<file path="config.mk">
export PLATFORM = sky130hd
export DESIGN_NAME = peh_queue
export DESIGN_NICKNAME = d
export VERILOG_FILES = /design/src/rtl/peh_pkg.sv /design/src/rtl/peh_queue.sv
export VERILOG_INCLUDE_DIRS = /design/src /design/src/rtl
export SDC_FILE = /design/constraint.sdc
export NUM_CORES = 1
export LEC_CHECK = 0
export BUFFER_PORTS_ARGS = -buffer_cell sky130_fd_sc_hd__buf_2
export CORE_MARGIN = 8
export CORE_UTILIZATION = 35
export DETAILED_ROUTE_END_ITERATION = 10
export GPL_ROUTABILITY_DRIVEN = 0
export SLEW_MARGIN = 20
export SYNTH_ARGS = -nofsm -noshare
export SYNTH_HDL_FRONTEND = slang
export SYNTH_SLANG_ARGS = --single-unit
</file>
<file path="constraint.sdc">
create_clock -name clk -period 1.9 [get_ports clk]
set_input_delay 0.19 -clock clk [delete_from_list [all_inputs] [get_ports clk]]
set_output_delay 0.19 -clock clk [all_outputs]
set_load 0.01 [all_outputs]
</file>
<file path="src/rtl/position_energy_histogram_macros.svh">
// Assertion macros shared by the position-energy histogram RTL.
// Stands alone; included by the modules that carry assertions.
`ifndef POSITION_ENERGY_HISTOGRAM_MACROS_SVH
`define POSITION_ENERGY_HISTOGRAM_MACROS_SVH

// Same-cycle implication, disabled while reset is high.
`define PEH_ASSERT_NOW(label, clk, rst, ante, cons, msg) \
  label: assert property (@(posedge clk) disable iff (rst) (ante) |-> (cons)) else $error(msg);

// Next-cycle implication, disabled while reset is high.
`define PEH_ASSERT_NEXT(label, clk, rst, ante, cons, msg) \
  label: assert property (@(posedge clk) disable iff (rst) (ante) |=> (cons)) else $error(msg);

`endif

</file>
<file path="src/rtl/peh_pkg.sv">
// Shared constants, types and register codes for the position-energy histogram.
// No dependencies; imported by every module of the block.
package peh_pkg;

  localparam int MAX_POSITION_BINS = 64;
  localparam int MAX_ENERGY_BINS   = 64;
  localparam int COUNT_WIDTH       = 32;

  localparam int DATA_W      = 32;
  localparam int USED_W      = 7;
  localparam int INDEX_W     = 3;
  localparam int POS_BIN_W   = $clog2(MAX_POSITION_BINS);
  localparam int ENG_BIN_W   = $clog2(MAX_ENERGY_BINS);
  localparam int STORE_DEPTH = MAX_POSITION_BINS * MAX_ENERGY_BINS;
  localparam int ADDR_W      = $clog2(STORE_DEPTH);

  localparam int QUEUE_DEPTH   = 4;
  localparam int QPTR_W        = $clog2(QUEUE_DEPTH);
  localparam int QCNT_W        = $clog2(QUEUE_DEPTH + 1);
  localparam int FRONT_STAGES  = 3;
  localparam int INFLIGHT_W    = $clog2(FRONT_STAGES + 1);

  // 0.511 MeV as unsigned Q0.32, and 1.0 as Q16.16.
  localparam logic [DATA_W-1:0] REST_MASS_Q032 = 32'd2194719883;
  localparam logic [DATA_W:0]   ONE_Q16        = 33'd65536;

  localparam logic [COUNT_WIDTH-1:0] COUNT_MAX = {COUNT_WIDTH{1'b1}};

  // Configuration register indexes.
  localparam logic [INDEX_W-1:0] REG_MIN_POSITION       = 3'd0;
  localparam logic [INDEX_W-1:0] REG_BINS_PER_UNIT      = 3'd1;
  localparam logic [INDEX_W-1:0] REG_MIN_ENERGY_MEV     = 3'd2;
  localparam logic [INDEX_W-1:0] REG_POSITION_BINS_USED = 3'd3;
  localparam logic [INDEX_W-1:0] REG_ENERGY_BINS_USED   = 3'd4;

  localparam logic CMD_ACCUMULATE = 1'b0;
  localparam logic CMD_READ       = 1'b1;

  typedef struct packed {
    logic [DATA_W-1:0] min_position;
    logic [DATA_W-1:0] bins_per_unit;
    logic [DATA_W-1:0] min_energy_mev;
    logic [USED_W-1:0] position_bins_used;
    logic [USED_W-1:0] energy_bins_used;
  } cfg_t;

  // One classified operation handed from the front to the back.
  typedef struct packed {
    logic                 is_acc;
    logic                 ok;
    logic [POS_BIN_W-1:0] pb;
    logic [ENG_BIN_W-1:0] eb;
  } op_t;

  typedef struct packed {
    logic              empty;
    logic              full;
    logic [QCNT_W-1:0] count;
  } q_status_t;

endpackage

</file>
<file path="src/rtl/peh_queue.sv">
// Short operation queue between the binning front and the counter back.
// Depends on peh_pkg and the assertion macro header.
`include "position_energy_histogram_macros.svh"

module peh_queue import peh_pkg::*; (
  input  logic      clk,
  input  logic      rst,
  input  logic      push,
  input  op_t       push_op,
  input  logic      pop,
  output op_t       head,
  output q_status_t status
);

  op_t               entries [QUEUE_DEPTH];
  logic [QPTR_W-1:0] wr_ptr, rd_ptr;
  logic [QCNT_W-1:0] count;

  always_ff @(posedge clk) begin
    if (rst) begin
      wr_ptr <= '0;
      rd_ptr <= '0;
      count  <= '0;
    end else begin
      if (push) begin
        wr_ptr <= (wr_ptr == QPTR_W'(QUEUE_DEPTH - 1)) ? '0 : wr_ptr + 1'b1;
      end
      if (pop) begin
        rd_ptr <= (rd_ptr == QPTR_W'(QUEUE_DEPTH - 1)) ? '0 : rd_ptr + 1'b1;
      end
      count <= count + QCNT_W'(push) - QCNT_W'(pop);
    end
    if (push) begin
      entries[wr_ptr] <= push_op;
    end
  end

  assign head         = entries[rd_ptr];
  assign status.count = count;
  assign status.empty = (count == '0);
  assign status.full  = (count == QCNT_W'(QUEUE_DEPTH));

  `PEH_ASSERT_NOW(a_no_push_when_full, clk, rst, push, !status.full, "push into full queue")
  `PEH_ASSERT_NOW(a_no_pop_when_empty, clk, rst, pop, !status.empty, "pop from empty queue")

endmodule

</file>
* After elaboration in Yosys (flattened, before gate mapping) *
Memory sizes are Yosys's and may differ from the RTL's. A register that Yosys moved wholly into a read port is not among the register bits.
Cells that the tools add are included.

word-level totals
  register bits = 7
  memory bits (writable) = 56
  input port bits = 18
  output and inout bits = 19
  logic and storage cells = 18
  memories kept = 1

memory list
  memory   depth  bits a word  rd ports  clocked after memory_dff  write ports  line             source
  entries  4      14           1         1                         1            peh_queue.sv:15  op_t entries [QUEUE_DEPTH];

cells by class
  add/sub/neg operators = 4
  eq/ne operators = 3
  muxes and demuxes = 6
  reductions and logical operators = 1

operators by type and width
  operator             number
  $mux 2               4
  $add 2x1->2 const B  2
  $eq 2x2->1 const B   2
  $add 3x1->3          1
  $eq 3x3->1 const B   1
  $logic_not 3->1      1
  $sub 3x1->3          1
  $mux 1               2

* Depth between registers and ports, before layout *
  depth in word-level cells = 4
  depth in mapped cells = 7
  mapped depth without buffers = 7

* Least setup slack after synthesis *
Ideal clock, no wire load.

  kind = register to register
  start = reg count[0]
  end = reg count[2]
  setup time = 0.110 ns
  arrival time = 1.484 ns
  data required time = 1.790 ns
  slack = 0.305 ns
  stages on the path, launching flop included = 8
  path buffers = 0
  period minus slack after synthesis = 1.595 ns
  path through = dfxtp_1 -> inv_1 -> ha_1 -> inv_1 -> ha_1 -> fa_1 -> xor3_1 -> nor2_1

on the way
  word-level cells in the longest chain between the ends = 2

ends and longest elaborated chain
  what                    line             source
  from (decl)             peh_queue.sv:17  logic [QCNT_W-1:0] count;
  from (signal assigned)  peh_queue.sv:31  count <= count + QCNT_W'(push) - QCNT_W'(pop);
  $add 3x1->3             peh_queue.sv:31
  $sub 3x1->3             peh_queue.sv:31

Every way passes these cells.
A chain may end at the register's enable or synchronous reset.

==> impl_metrics.py <==
metrics = {
    "global_routing": {
        "globalRouteTotalUtil_pct": 9.28,
        "grt_pass1_vias": 1311,
        "grt_pass1_wl_mm": 6.57,
        "overflow": 0,
        "antenna_found_initial": 0,
        "grt_max_degree": 15,
    },
    "power": {
        "peakVddDrop_mv": 0.416,
        "power_mw": 3.30,
        "power_switching_mw": 0.732,
        "combPwrFrac_pct": 11.8,
        "p_clk_share_pct": 37.9,
        "leakagePower_nw": 1.12,
        "sequentialPowerShare_pct": 50.3,
        "internal-power_mw": 2.57,
        "powerDensity_nw_per_um2": 1080,
        "swShare_pct": 22.2,
    },
    "clock_network": {
        "path_clk_slew_ns": 0.07,
        "clock_path_buffers": 2,
        "cts_tree": "done",
        "cts_buffers": 9,
        "root_buffer": "clkbuf_8",
        "htreeDepth": 3,
        "cts_hold_buf": 0,
        "clk_latency_ns": 0.33,
        "cts_sinks": 65,
    },
    "logic_synthesis": {
        "synth-compound-area-share_pct": 0.400,
        "yosysTopAreaCell": "edfxtp_1",
        "synth_xor_area_share_pct": 0.950,
        "synth-main-ff-cell": "edfxtp_1",
        "synth_top_family_by_area": "multiplexers",
        "synth.most_common_cell": "edfxtp_1",
        "ys_seq_area_share_pct": 74.4,
        "muxShareOfSynthArea_pct": 14.0,
        "synth_area_per_cell_um2": 21.6,
        "yosysTopAreaCellShare_pct": 67.2,
        "syn_nets": 142,
        "synthTopCellsByCount": "edfxtp_1 (56), mux4_2 (10), dfxtp_1 (9), ha_1 (7), inv_1 (6)",
        "yosys_warnings": 0,
        "synth_cell_types": 20,
        "synth_cells": 116,
        "syn_area_um2": 2500,
        "synth_edf_count": 56,
        "synthAdderAreaFrac_pct": 4.30,
        "ys_ff_latch": 65,
        "synth-simple-area-share_pct": 3.60,
        "async_reset_ff_share_pct": 0,
        "yosys-top-cells-area": "edfxtp_1 (67%), mux4_2 (9.0%), dfxtp_1 (7.2%)",
    },
    "sta": {
        "period_minus_slack_ns": 1.82,
        "drv_slew": 0,
        "timing.hold.ws_ns": 0.0743,
        "setup_viol": 0,
        "clock_skew_ns": 0.00496,
        "setup_tns_ns": 0,
        "hold_viol": 0,
        "tightestPinTransition_ns": 0.698,
        "rsz0062_at_grt": "no",
        "slew_headroom_pct": 53.4,
        "setup_ws_ns": 0.0826,
        "fmax_mhz": 550,
        "post-route-period-util_pct": 95.7,
    },
    "cells_and_area": {
        "n_antenna_cell": 0,
        "final_layout_size_suffix_gt1_share_pct": 41.4,
        "layout.nets": 195,
        "fin_util_pct": 43.1,
        "syn_to_final_growth_pct": 22.4,
    },
    "route": {
        "drc": 0,
        "num_vias": 1206,
        "routedWlPerCell_um": 15.5,
        "drt_iter0_drc": 34,
        "vias_per_cell": 4.42,
        "ant_nets": 0,
        "firstDrtPassIters": 5,
        "drt-total-wl_mm": 4.24,
    },
    "setup_path": {
        "cp-end-kind": "output port",
        "cp.arrival_ns": 1.63,
        "crit_type": "flop to output port",
        "required_ns": 1.71,
        "critPathMaxFanout": 10,
        "critPathLaunchType": "flop",
    },
    "placement": {
        "dp_hpwl_mm": 3.04,
        "place_ws_ns": 0.240,
        "port_buffers": 36,
    },
    "run": {
        "drv_cap": 0,
    },
    "floorplanning": {
        "fp.dieW_um": 101,
        "num_rows": 31,
        "initial_utilization_pct": 35.3,
        "dieArea_um2": 10100,
        "core_um2": 7100,
        "io_pins": 37,
        "die_h_um": 101,
    },
    "min_path": {
        "hold_class": "primary input to flop",
    },
    "status": {
        "outcome": "finished, final reports clean",
    },
}
-- final cells by class --
| type | count | area [um^2] |
|---|---|---|
| tap | 99 | 124 |
| fill | 624 | 4040 |
| inverter | 6 | 22.5 |
| clock buffer | 10 | 128 |
| clock inverter | 6 | 92.6 |
| multi-input combinational | 42 | 582 |
| sequential | 65 | 1860 |
| timing repair buffer | 45 | 251 |
-- registers in the layout, indices dropped and copies added (netlist names), named ones only --
register / flops
wr_ptr: 2
count: 3
entries: 56
rd_ptr: 2
-- cells by family (layout without fill, tap and decap cells) --
| kind of cell | Yosys count | in the layout |
|---|---|---|
| DFF | 65 | 65 |
| muxes | 16 | 16 |
| and+or+nand+nor | 15 | 15 |
| buffers and inverters | 9 | 67 |
| adders and majority gates | 8 | 8 |
| AOI/OAI and AO/OA | 2 | 2 |
| xor gates and xnor gates | 1 | 1 |
-- timing repair --
action / CTS / global route
setup endpoints to repair: 1 / 0
buffers inserted: 0 / 0
gates resized for setup: 1 / 0
-- layout by cell type, fill, tap and decap left out, types with 2 or more instances in the layout --
cell,instances
clkbuf_8,9
nor2b_1,2
a21oi_1,2
bufinv_16,2
ha_1,7
mux2i_1,2
and2_1,4
nand2b_1,2
mux4_2,10
clkinvlp_4,2
buf_2,36
or3b_2,2
mux4_1,4
dfxtp_1,9
clkinv_4,2
buf_4,8
nor2_1,3
inv_1,6
edfxtp_1,56
-- power groups by stage --
stage / logic (mW) / registers [mW] / clock network (mW)
floorplan: 0.232 / 1.69 / 0
CTS: 0.400 / 1.66 / 1.29
finish: 0.389 / 1.66 / 1.25
detailed placement: 0.397 / 1.69 / 0
global placement: 0.380 / 1.69 / 0
global route: 0.431 / 1.67 / 1.35
-- through the flow --
step           instances  instance area (um^2)
2_1_floorplan        116                  2500
6_report             273                  3060
3_5_place_dp         257                  2840
5_1_grt              273                  3060
3_3_place_gp         257                  2840
4_1_cts              273                  3060
-- layer usage --
layer	wire [um]	GRT usage [%]	vias up	share of wire (%)
met5	0	0	-	0
met4	57	4.88	0	1.3
met3	248	4.56	7	5.8
met2	2170	15.3	36	51
met1	1770	9.49	597	42
li1	-	-	566	-
-- path summary, 6_finish.rpt --
kind	from	endpoint	slack, ns	depth (start not counted)
worst min-delay path	push_op[2]	entries[0][2]	0.07	1
worst max-delay path	flop	head[13]	0.08	3
worst min register to register	rd_ptr[0]	rd_ptr[0]	0.53	2
worst max register to register	count[0]	count[2]	0.25	7
-- worst max-delay path: stages, from the launching register on --
cell and delay (ns):
dfxtp_1 0.35, buf_6 0.19, mux4_1 0.59, buf_2 0.16
Note: power is estimated with default switching activity, not from simulation.
