--- src/rtl/position_energy_histogram_macros.svh ---
// Assertion macros shared by the position-energy histogram RTL.
// Stands alone; included by the modules that carry assertions.
`ifndef POSITION_ENERGY_HISTOGRAM_MACROS_SVH
`define POSITION_ENERGY_HISTOGRAM_MACROS_SVH

// Same-cycle implication, disabled while reset is high.
`define PEH_ASSERT_NOW(label, clk, rst, ante, cons, msg) \
  label: assert property (@(posedge clk) disable iff (rst) (ante) |-> (cons)) else $error(msg);

// Next-cycle implication, disabled while reset is high.
`define PEH_ASSERT_NEXT(label, clk, rst, ante, cons, msg) \
  label: assert property (@(posedge clk) disable iff (rst) (ante) |=> (cons)) else $error(msg);

`endif

--- src/rtl/peh_pkg.sv ---
// Shared constants, types and register codes for the position-energy histogram.
// No dependencies; imported by every module of the block.
package peh_pkg;

  localparam int MAX_POSITION_BINS = 64;
  localparam int MAX_ENERGY_BINS   = 64;
  localparam int COUNT_WIDTH       = 32;

  localparam int DATA_W      = 32;
  localparam int USED_W      = 7;
  localparam int INDEX_W     = 3;
  localparam int POS_BIN_W   = $clog2(MAX_POSITION_BINS);
  localparam int ENG_BIN_W   = $clog2(MAX_ENERGY_BINS);
  localparam int STORE_DEPTH = MAX_POSITION_BINS * MAX_ENERGY_BINS;
  localparam int ADDR_W      = $clog2(STORE_DEPTH);

  localparam int QUEUE_DEPTH   = 4;
  localparam int QPTR_W        = $clog2(QUEUE_DEPTH);
  localparam int QCNT_W        = $clog2(QUEUE_DEPTH + 1);
  localparam int FRONT_STAGES  = 3;
  localparam int INFLIGHT_W    = $clog2(FRONT_STAGES + 1);

  // 0.511 MeV as unsigned Q0.32, and 1.0 as Q16.16.
  localparam logic [DATA_W-1:0] REST_MASS_Q032 = 32'd2194719883;
  localparam logic [DATA_W:0]   ONE_Q16        = 33'd65536;

  localparam logic [COUNT_WIDTH-1:0] COUNT_MAX = {COUNT_WIDTH{1'b1}};

  // Configuration register indexes.
  localparam logic [INDEX_W-1:0] REG_MIN_POSITION       = 3'd0;
  localparam logic [INDEX_W-1:0] REG_BINS_PER_UNIT      = 3'd1;
  localparam logic [INDEX_W-1:0] REG_MIN_ENERGY_MEV     = 3'd2;
  localparam logic [INDEX_W-1:0] REG_POSITION_BINS_USED = 3'd3;
  localparam logic [INDEX_W-1:0] REG_ENERGY_BINS_USED   = 3'd4;

  localparam logic CMD_ACCUMULATE = 1'b0;
  localparam logic CMD_READ       = 1'b1;

  typedef struct packed {
    logic [DATA_W-1:0] min_position;
    logic [DATA_W-1:0] bins_per_unit;
    logic [DATA_W-1:0] min_energy_mev;
    logic [USED_W-1:0] position_bins_used;
    logic [USED_W-1:0] energy_bins_used;
  } cfg_t;

  // One classified operation handed from the front to the back.
  typedef struct packed {
    logic                 is_acc;
    logic                 ok;
    logic [POS_BIN_W-1:0] pb;
    logic [ENG_BIN_W-1:0] eb;
  } op_t;

  typedef struct packed {
    logic              empty;
    logic              full;
    logic [QCNT_W-1:0] count;
  } q_status_t;

endpackage

--- src/rtl/peh_front.sv ---
// Front end: three-stage binning pipeline that classifies each transfer.
// Depends on peh_pkg; feeds peh_queue.
module peh_front import peh_pkg::*; (
  input  logic                  clk,
  input  logic                  rst,
  input  cfg_t                  cfg,
  input  logic                  accept,
  input  logic                  command,
  input  logic [DATA_W-1:0]     position,
  input  logic [DATA_W-1:0]     lorentz_factor,
  input  logic [POS_BIN_W-1:0]  read_position_bin,
  input  logic [ENG_BIN_W-1:0]  read_energy_bin,
  output logic                  push,
  output op_t                   push_op,
  output logic [INFLIGHT_W-1:0] inflight
);

  // Stage 1: offsets and magnitudes.
  logic                 v1, cmd1, dneg1, gneg1;
  logic [DATA_W-1:0]    dmag1, gmag1;
  logic [POS_BIN_W-1:0] rpb1, rpb2, rpb3;
  logic [ENG_BIN_W-1:0] reb1, reb2, reb3;
  // Stage 2: products.
  logic                 v2, cmd2, dneg2, gneg2;
  logic [2*DATA_W-1:0]  pprod2, eprod2;
  // Stage 3: position decided, energy offset formed.
  logic                 v3, cmd3, pos_ok3, rd_ok3, qneg3;
  logic [POS_BIN_W-1:0] pb3;
  logic [48:0]          qmag3;

  logic [DATA_W:0]      d, g, dabs, gabs;
  logic [USED_W-1:0]    plim, elim;
  logic                 pneg;
  logic [DATA_W-1:0]    pip;
  logic [47:0]          emag;
  logic [49:0]          e_s, mine_sh, q, qabs;
  logic [16:0]          qip;
  logic                 e_ok, ok;

  assign plim = (cfg.position_bins_used > USED_W'(MAX_POSITION_BINS)) ?
                USED_W'(MAX_POSITION_BINS) : cfg.position_bins_used;
  assign elim = (cfg.energy_bins_used > USED_W'(MAX_ENERGY_BINS)) ?
                USED_W'(MAX_ENERGY_BINS) : cfg.energy_bins_used;

  always_comb begin
    d    = {position[DATA_W-1], position} -
           {cfg.min_position[DATA_W-1], cfg.min_position};
    dabs = d[DATA_W] ? (~d + 1'b1) : d;
    g    = {1'b0, lorentz_factor} - ONE_Q16;
    gabs = g[DATA_W] ? (~g + 1'b1) : g;
  end

  always_comb begin
    pneg    = dneg2 && (pprod2 != '0);
    pip     = pprod2[2*DATA_W-1:DATA_W];
    emag    = eprod2[63:16];
    e_s     = gneg2 ? (50'd0 - {2'b00, emag}) : {2'b00, emag};
    mine_sh = {{2{cfg.min_energy_mev[DATA_W-1]}}, cfg.min_energy_mev, 16'd0};
    q       = e_s - mine_sh;
    qabs    = q[49] ? (50'd0 - q) : q;
  end

  always_ff @(posedge clk) begin
    if (rst) begin
      v1 <= 1'b0;
      v2 <= 1'b0;
      v3 <= 1'b0;
    end else begin
      v1 <= accept;
      v2 <= v1;
      v3 <= v2;
    end
    cmd1  <= command;
    dneg1 <= d[DATA_W];
    gneg1 <= g[DATA_W];
    dmag1 <= dabs[DATA_W-1:0];
    gmag1 <= gabs[DATA_W-1:0];
    rpb1  <= read_position_bin;
    reb1  <= read_energy_bin;

    cmd2   <= cmd1;
    dneg2  <= dneg1;
    gneg2  <= gneg1;
    pprod2 <= dmag1 * cfg.bins_per_unit;
    eprod2 <= gmag1 * REST_MASS_Q032;
    rpb2   <= rpb1;
    reb2   <= reb1;

    cmd3    <= cmd2;
    pos_ok3 <= !(pneg && (pip != '0)) && (pip < DATA_W'(plim));
    pb3     <= pip[POS_BIN_W-1:0];
    rd_ok3  <= (USED_W'(rpb2) < plim) && (USED_W'(reb2) < elim);
    qneg3   <= q[49];
    qmag3   <= qabs[48:0];
    rpb3    <= rpb2;
    reb3    <= reb2;
  end

  always_comb begin
    qip  = qmag3[48:32];
    e_ok = !(qneg3 && (qip != '0)) && (qip < 17'(elim));
    ok   = (cmd3 == CMD_READ) ? rd_ok3 : (pos_ok3 && e_ok);
    push_op.is_acc = (cmd3 == CMD_ACCUMULATE);
    push_op.ok     = ok;
    if (cmd3 == CMD_READ) begin
      push_op.pb = rpb3;
      push_op.eb = reb3;
    end else begin
      push_op.pb = pb3;
      push_op.eb = qip[ENG_BIN_W-1:0];
    end
  end

  assign push     = v3;
  assign inflight = INFLIGHT_W'(v1) + INFLIGHT_W'(v2) + INFLIGHT_W'(v3);

endmodule

--- config.mk ---
export PLATFORM = sky130hd
export DESIGN_NAME = peh_front
export DESIGN_NICKNAME = d
export VERILOG_FILES = /design/src/rtl/position_energy_histogram_macros.svh /design/src/rtl/peh_pkg.sv /design/src/rtl/peh_front.sv
export SDC_FILE = /design/constraint.sdc
export NUM_CORES = 2
export LEC_CHECK = 0
export CORE_ASPECT_RATIO = 1.5
export CORE_UTILIZATION = 65
export CTS_BUF_LIST = sky130_fd_sc_hd__clkbuf_2
export CTS_CLUSTER_DIAMETER = 50
export DETAILED_ROUTE_END_ITERATION = 8
export DONT_BUFFER_PORTS = 1
export GPL_ROUTABILITY_DRIVEN = 0
export PLACE_DENSITY_LB_ADDON = 0.25
export REMOVE_ABC_BUFFERS = 1
export SLEW_MARGIN = 25
export SYNTH_ARGS = -nofsm -noshare
export SYNTH_HDL_FRONTEND = slang
export SYNTH_SLANG_ARGS = --single-unit
export TNS_END_PERCENT = 100
--- constraint.sdc ---
create_clock -name clk -period 20.6 [get_ports clk]
set_clock_uncertainty 0.2 [all_clocks]
set_input_delay 2.06 -clock clk [delete_from_list [all_inputs] [get_ports clk]]
set_output_delay 2.06 -clock clk [all_outputs]
set_load 0.01 [all_outputs]
Word level (Yosys, flattened, before mapping)

Cells that the tools add are included.

Flip-flop bits (word level): 296
Word-level logic and storage cells: 65

$add $sub $neg: 9
Multiply operators: 2
Order comparisons: 6
Mux-type cells: 8
Bitwise logic cells: 3
Reductions and logical operators: 12

Operators with widths:

| operator               | count |
|---|---|
| $add 32x1->32 const B  | 2 |
| $mul 32x32->64         | 1 |
| $mul 32x32->64 const B | 1 |
| $mux 32                | 2 |
| $not 32->32            | 2 |
| $reduce_bool 64->1     | 1 |
| $mux 50                | 1 |
| $sub 50x50->50         | 1 |
| $mux 49                | 1 |
| $sub 1x48->49 const A  | 1 |
| $sub 1x49->49 const A  | 1 |
| $sub 32x17->33 const B | 1 |
| $sub 32x32->33         | 1 |
| $lt 32x7->1            | 1 |
| $reduce_bool 32->1     | 1 |
| $lt 17x7->1            | 1 |
| $reduce_bool 17->1     | 1 |
| $gt 7x7->1 const B     | 2 |
| $lt 6x7->1             | 2 |
| $mux 7                 | 2 |
| $mux 12                | 1 |
| $logic_and 1x1->1      | 7 |
| $add 1x1->2            | 1 |
| $add 2x1->2            | 1 |
| other kinds (3)        | 4 |

Longest topological paths before layout

Depth in word-level cells: 6
Mapped depth: 28
Depth with buffers taken out: 27

Least setup slack after synthesis

No wires, ideal clock.

Kind: input -> register
From: input port cfg[63] in the netlist's numbering
To: register pprod2[62]
Arrival time: 8,874 ps
Data required time: 20,282 ps
Path slack: 11,408 ps
Stages on the path: 28
Buffers on the path: 1
Cells stage by stage: clkbuf_1 -> and2_1 -> fa_1 -> inv_1 -> fa_1 -> inv_1 -> fa_1 -> inv_1 -> fa_1 -> inv_1 -> fa_1 -> fa_1 -> fa_1 -> inv_1 -> fa_1 -> inv_1 -> ha_1 -> nand2_1 -> o21ai_0 -> nor2_1 -> a2111oi_0 -> o21ai_0 -> o211ai_1 -> a41oi_1 -> o31ai_1 -> a41o_1 -> a21oi_1 -> xnor2_1

Word-level cells in the longest chain between the ends: 1

Ends and longest elaborated chain:

| item                   | line            | RTL |
|---|---|---|
| start: declaration     | peh_front.sv:6  | `input cfg_t cfg,` |
| $mul 32x32->64         | peh_front.sv:84 | `pprod2 <= dmag1 * cfg.bins_per_unit;` |
| end signal: assignment | peh_front.sv:84 |  |
| end: declaration       | peh_front.sv:25 | `logic [2*DATA_W-1:0] pprod2, eprod2;` |

No other way between the ends.
A chain may end at the register's enable or synchronous reset.

Worst setup path in the final report

From: input port cfg[51] in the netlist's numbering
To: register pprod2[62]

The elaborated chain is that of the path after synthesis.

==> run metrics <==
Hold Path Class register to register; GRT overflow 0; leading cell types in the layout, fill and taps excluded inv_1 (1453), fa_1 (1159), ha_1 (718), and2_1 (617), nand2_1 (562); unrepaired setup endpoints after global routing false; total CTS buffers 50; synth warn 0; share of cells above drive strength 1 2.90%; crit path DAT about 9.7 ns; met2 Track Usage GR 63.0%; crit path to pprod2[62]; met3 usage 5.93%; CTS max path bufs 3; Max Freq 111 MHz; Core ar. 87900 um2; H-tree depth 2; Clock Sinks between 200 and 250; worst slew pin tran 1.10 ns; Async SR Flop Fraction 0%; Final Hold Slack 0.123 ns; Final nets just over 8000; Final Setup Violations 0; FF/Latch Area 4350 um2; CP required ~21 ns; Clock transition at path regs 0.10 ns; #FFs+latches synth 216; fin crit share approximately 44%; critical path peak fanout 32; synthesized instance count 6307; largest net degree at the start of global routing between 50 and 60; CP Class primary input to register; Synth Cell Area 57800 um2; Die H 367 um; antenna-violating nets left 0; worst-case reg-to-reg path depth 23; Worst Setup SP cfg[51]; num rows 133; hold_buf cts 0; fin util 67.2%; vias in the first global route 47400; WL final around 150000 um; global-route wire length before repair 243000 um; Initial Util between 60% and 70%; CTS tree done; gr busiest metal met2; most common cell after layout, fill and taps aside inv_1; leading post-synthesis cells by cell area fa_1 (40%), ha_1 (16%), inv_1 (9.4%); HPWL after detailed placement 124000 um; Worst-Skew Late Latency around 0.96 ns; outcome finished clean; Inst Count DP 7239; Non-Filler Instances 7329; synth unique cells 89; Synth Area per Inst 9.16 um2; total track usage 34.9%; final setup TNS 0 ns; Setup Buffers After CTS 0; Final Max Tran Viols 0; initial antenna violation count 6; multi-input logic area 47100 um2; drc violations 0; Setup crit start kind primary input; sequential fraction of the synthesis area under 10%; RR Startpoint dmag1[13]; fin crit period 9.00 ns; Top-Level Pins 207; Max-Cap Viols 0; vias per cell 5.84; Root Driver clkbuf_2; router iterations before antenna repair 5; Die ar. 90100 um2; FF-to-FF setup slack 11.64 ns; prevailing post-synth register cell dfxtp_1; relative slew slack roughly a quarter; met1 global-route usage 35.5%; RR Endpoint pprod2[62]; WL/cell 20.7 um; Area Overhead vs Synth 2.12%; Die X 245 um; vias 42800; endpoints failing hold 0; EDFF count, synth 0; DRT iter0 DRCs around 2200; CTS resizes 0; filler instances 7125; Synth top area share 40.2%; Port Buffers 0; cell taking the most area after synthesis fa_1; crit end category register
## final cells by class
class                   instances  share of cell area [%]
diodes                          4                  0.0170
clock buffers                  66                   0.560
well taps                    1147                    2.43
clock inverters                19                   0.235
multi-input cells            4400                    79.8
flip-flops and latches        216                    7.37
repair buffers                 24                   0.327
inverters                    1453                    9.24
## cell families (layout without fill, tap and decap cells)
logic type / count (synthesis) / in the layout / share of synthesized area, %
xor gates and xnor gates: 218 / 218 / 3.30
DFF: 216 / 216 / 7.48
muxes: 23 / 23 / 0.435
adders and majority gates: 1877 / 1877 / 55.7
and+or+nand+nor: 1660 / 1660 / 15.1
AOI/OAI and AO/OA: 622 / 622 / 6.93
other: 0 / 4 / 0
buffers and inverters: 1691 / 1562 / 11.0
## worst max-delay path: stages
cell	delay (ns)
and2_1	0.15
fa_1	0.56
fa_1	0.46
fa_1	0.52
inv_1	0.06
fa_1	0.49
inv_1	0.06
fa_1	0.49
fa_1	0.59
fa_1	0.45
fa_1	0.46
ha_1	0.36
a21oi_1	0.16
o21ai_0	0.09
a221oi_1	0.46
o211ai_1	0.17
o21ai_0	0.47
o211ai_1	0.32
a41oi_1	0.49
o31ai_1	0.21
a41o_1	0.29
a21oi_1	0.17
xnor2_1	0.13
## stage by stage
step | setup WS (ns) | area (um2)
after global placement | 10.75 | 58500
after global routing | 11.22 | 59000
after floorplan | 11.57 | 56900
final | 11.60 | 59000
after CTS | 11.80 | 59000
after detailed placement | 10.76 | 58500
## synthesized netlist by cell type (all sizes together), types with 6 or more instances
| master | n |
|---|---|
| inv | 1453 |
| fa | 1159 |
| ha | 718 |
| and2 | 621 |
| nand2 | 564 |
| clkbuf | 235 |
| dfxtp | 216 |
| a21oi | 195 |
| xnor2 | 147 |
| nor2 | 136 |
| o21ai | 119 |
| a21o | 97 |
| xor2 | 71 |
| nor3 | 48 |
| nand3 | 46 |
| nand4 | 42 |
| a31oi | 30 |
| nor2b | 30 |
| nor4 | 28 |
| and3 | 27 |
| nand2b | 25 |
| or3 | 25 |
| o31ai | 23 |
| o21a | 22 |
| or4 | 21 |
| o211ai | 19 |
| o21bai | 18 |
| mux2 | 17 |
| a211oi | 15 |
| nor3b | 11 |
| o41ai | 10 |
| or2 | 8 |
| a2111oi | 7 |
| and4 | 6 |
| mux2i | 6 |
## sequential cells by signal (all words and copies together), names as in the netlist, 6 cells and up
name / count
rpb3: 6
reb1: 6
eprod2: 48
pb3: 6
gmag1: 32
reb3: 6
reb2: 6
rpb1: 6
pprod2: 32
rpb2: 6
dmag1: 32
qmag3: 17
## worst min-delay path by stage
stage | to | slack, ns | from | cells past startpoint
after floorplan | cmd2 | 0.11 | cmd1 | 0
after global placement | rpb2[4] | 0.11 | rpb1[4] | 0
after detailed placement | reb2[1] | 0.11 | reb1[1] | 0
after CTS | rpb3[4] | 0.10 | rpb2[4] | 0
after global routing | rpb3[4] | 0.12 | rpb2[4] | 0
final | rpb3[4] | 0.12 | rpb2[4] | 0
## routing by layer
layer	wire length [um]	vias up	part of all wire, %
met5	0	-	0
met1	48800	21500	32
met2	79700	1547	53
li1	-	19000	-
met4	13900	0	9.1
met3	9280	732	6.1
Power is left out: the tool's default activity adds up to more than one toggle a clock period on the data nets, which glitch-free logic cannot reach.
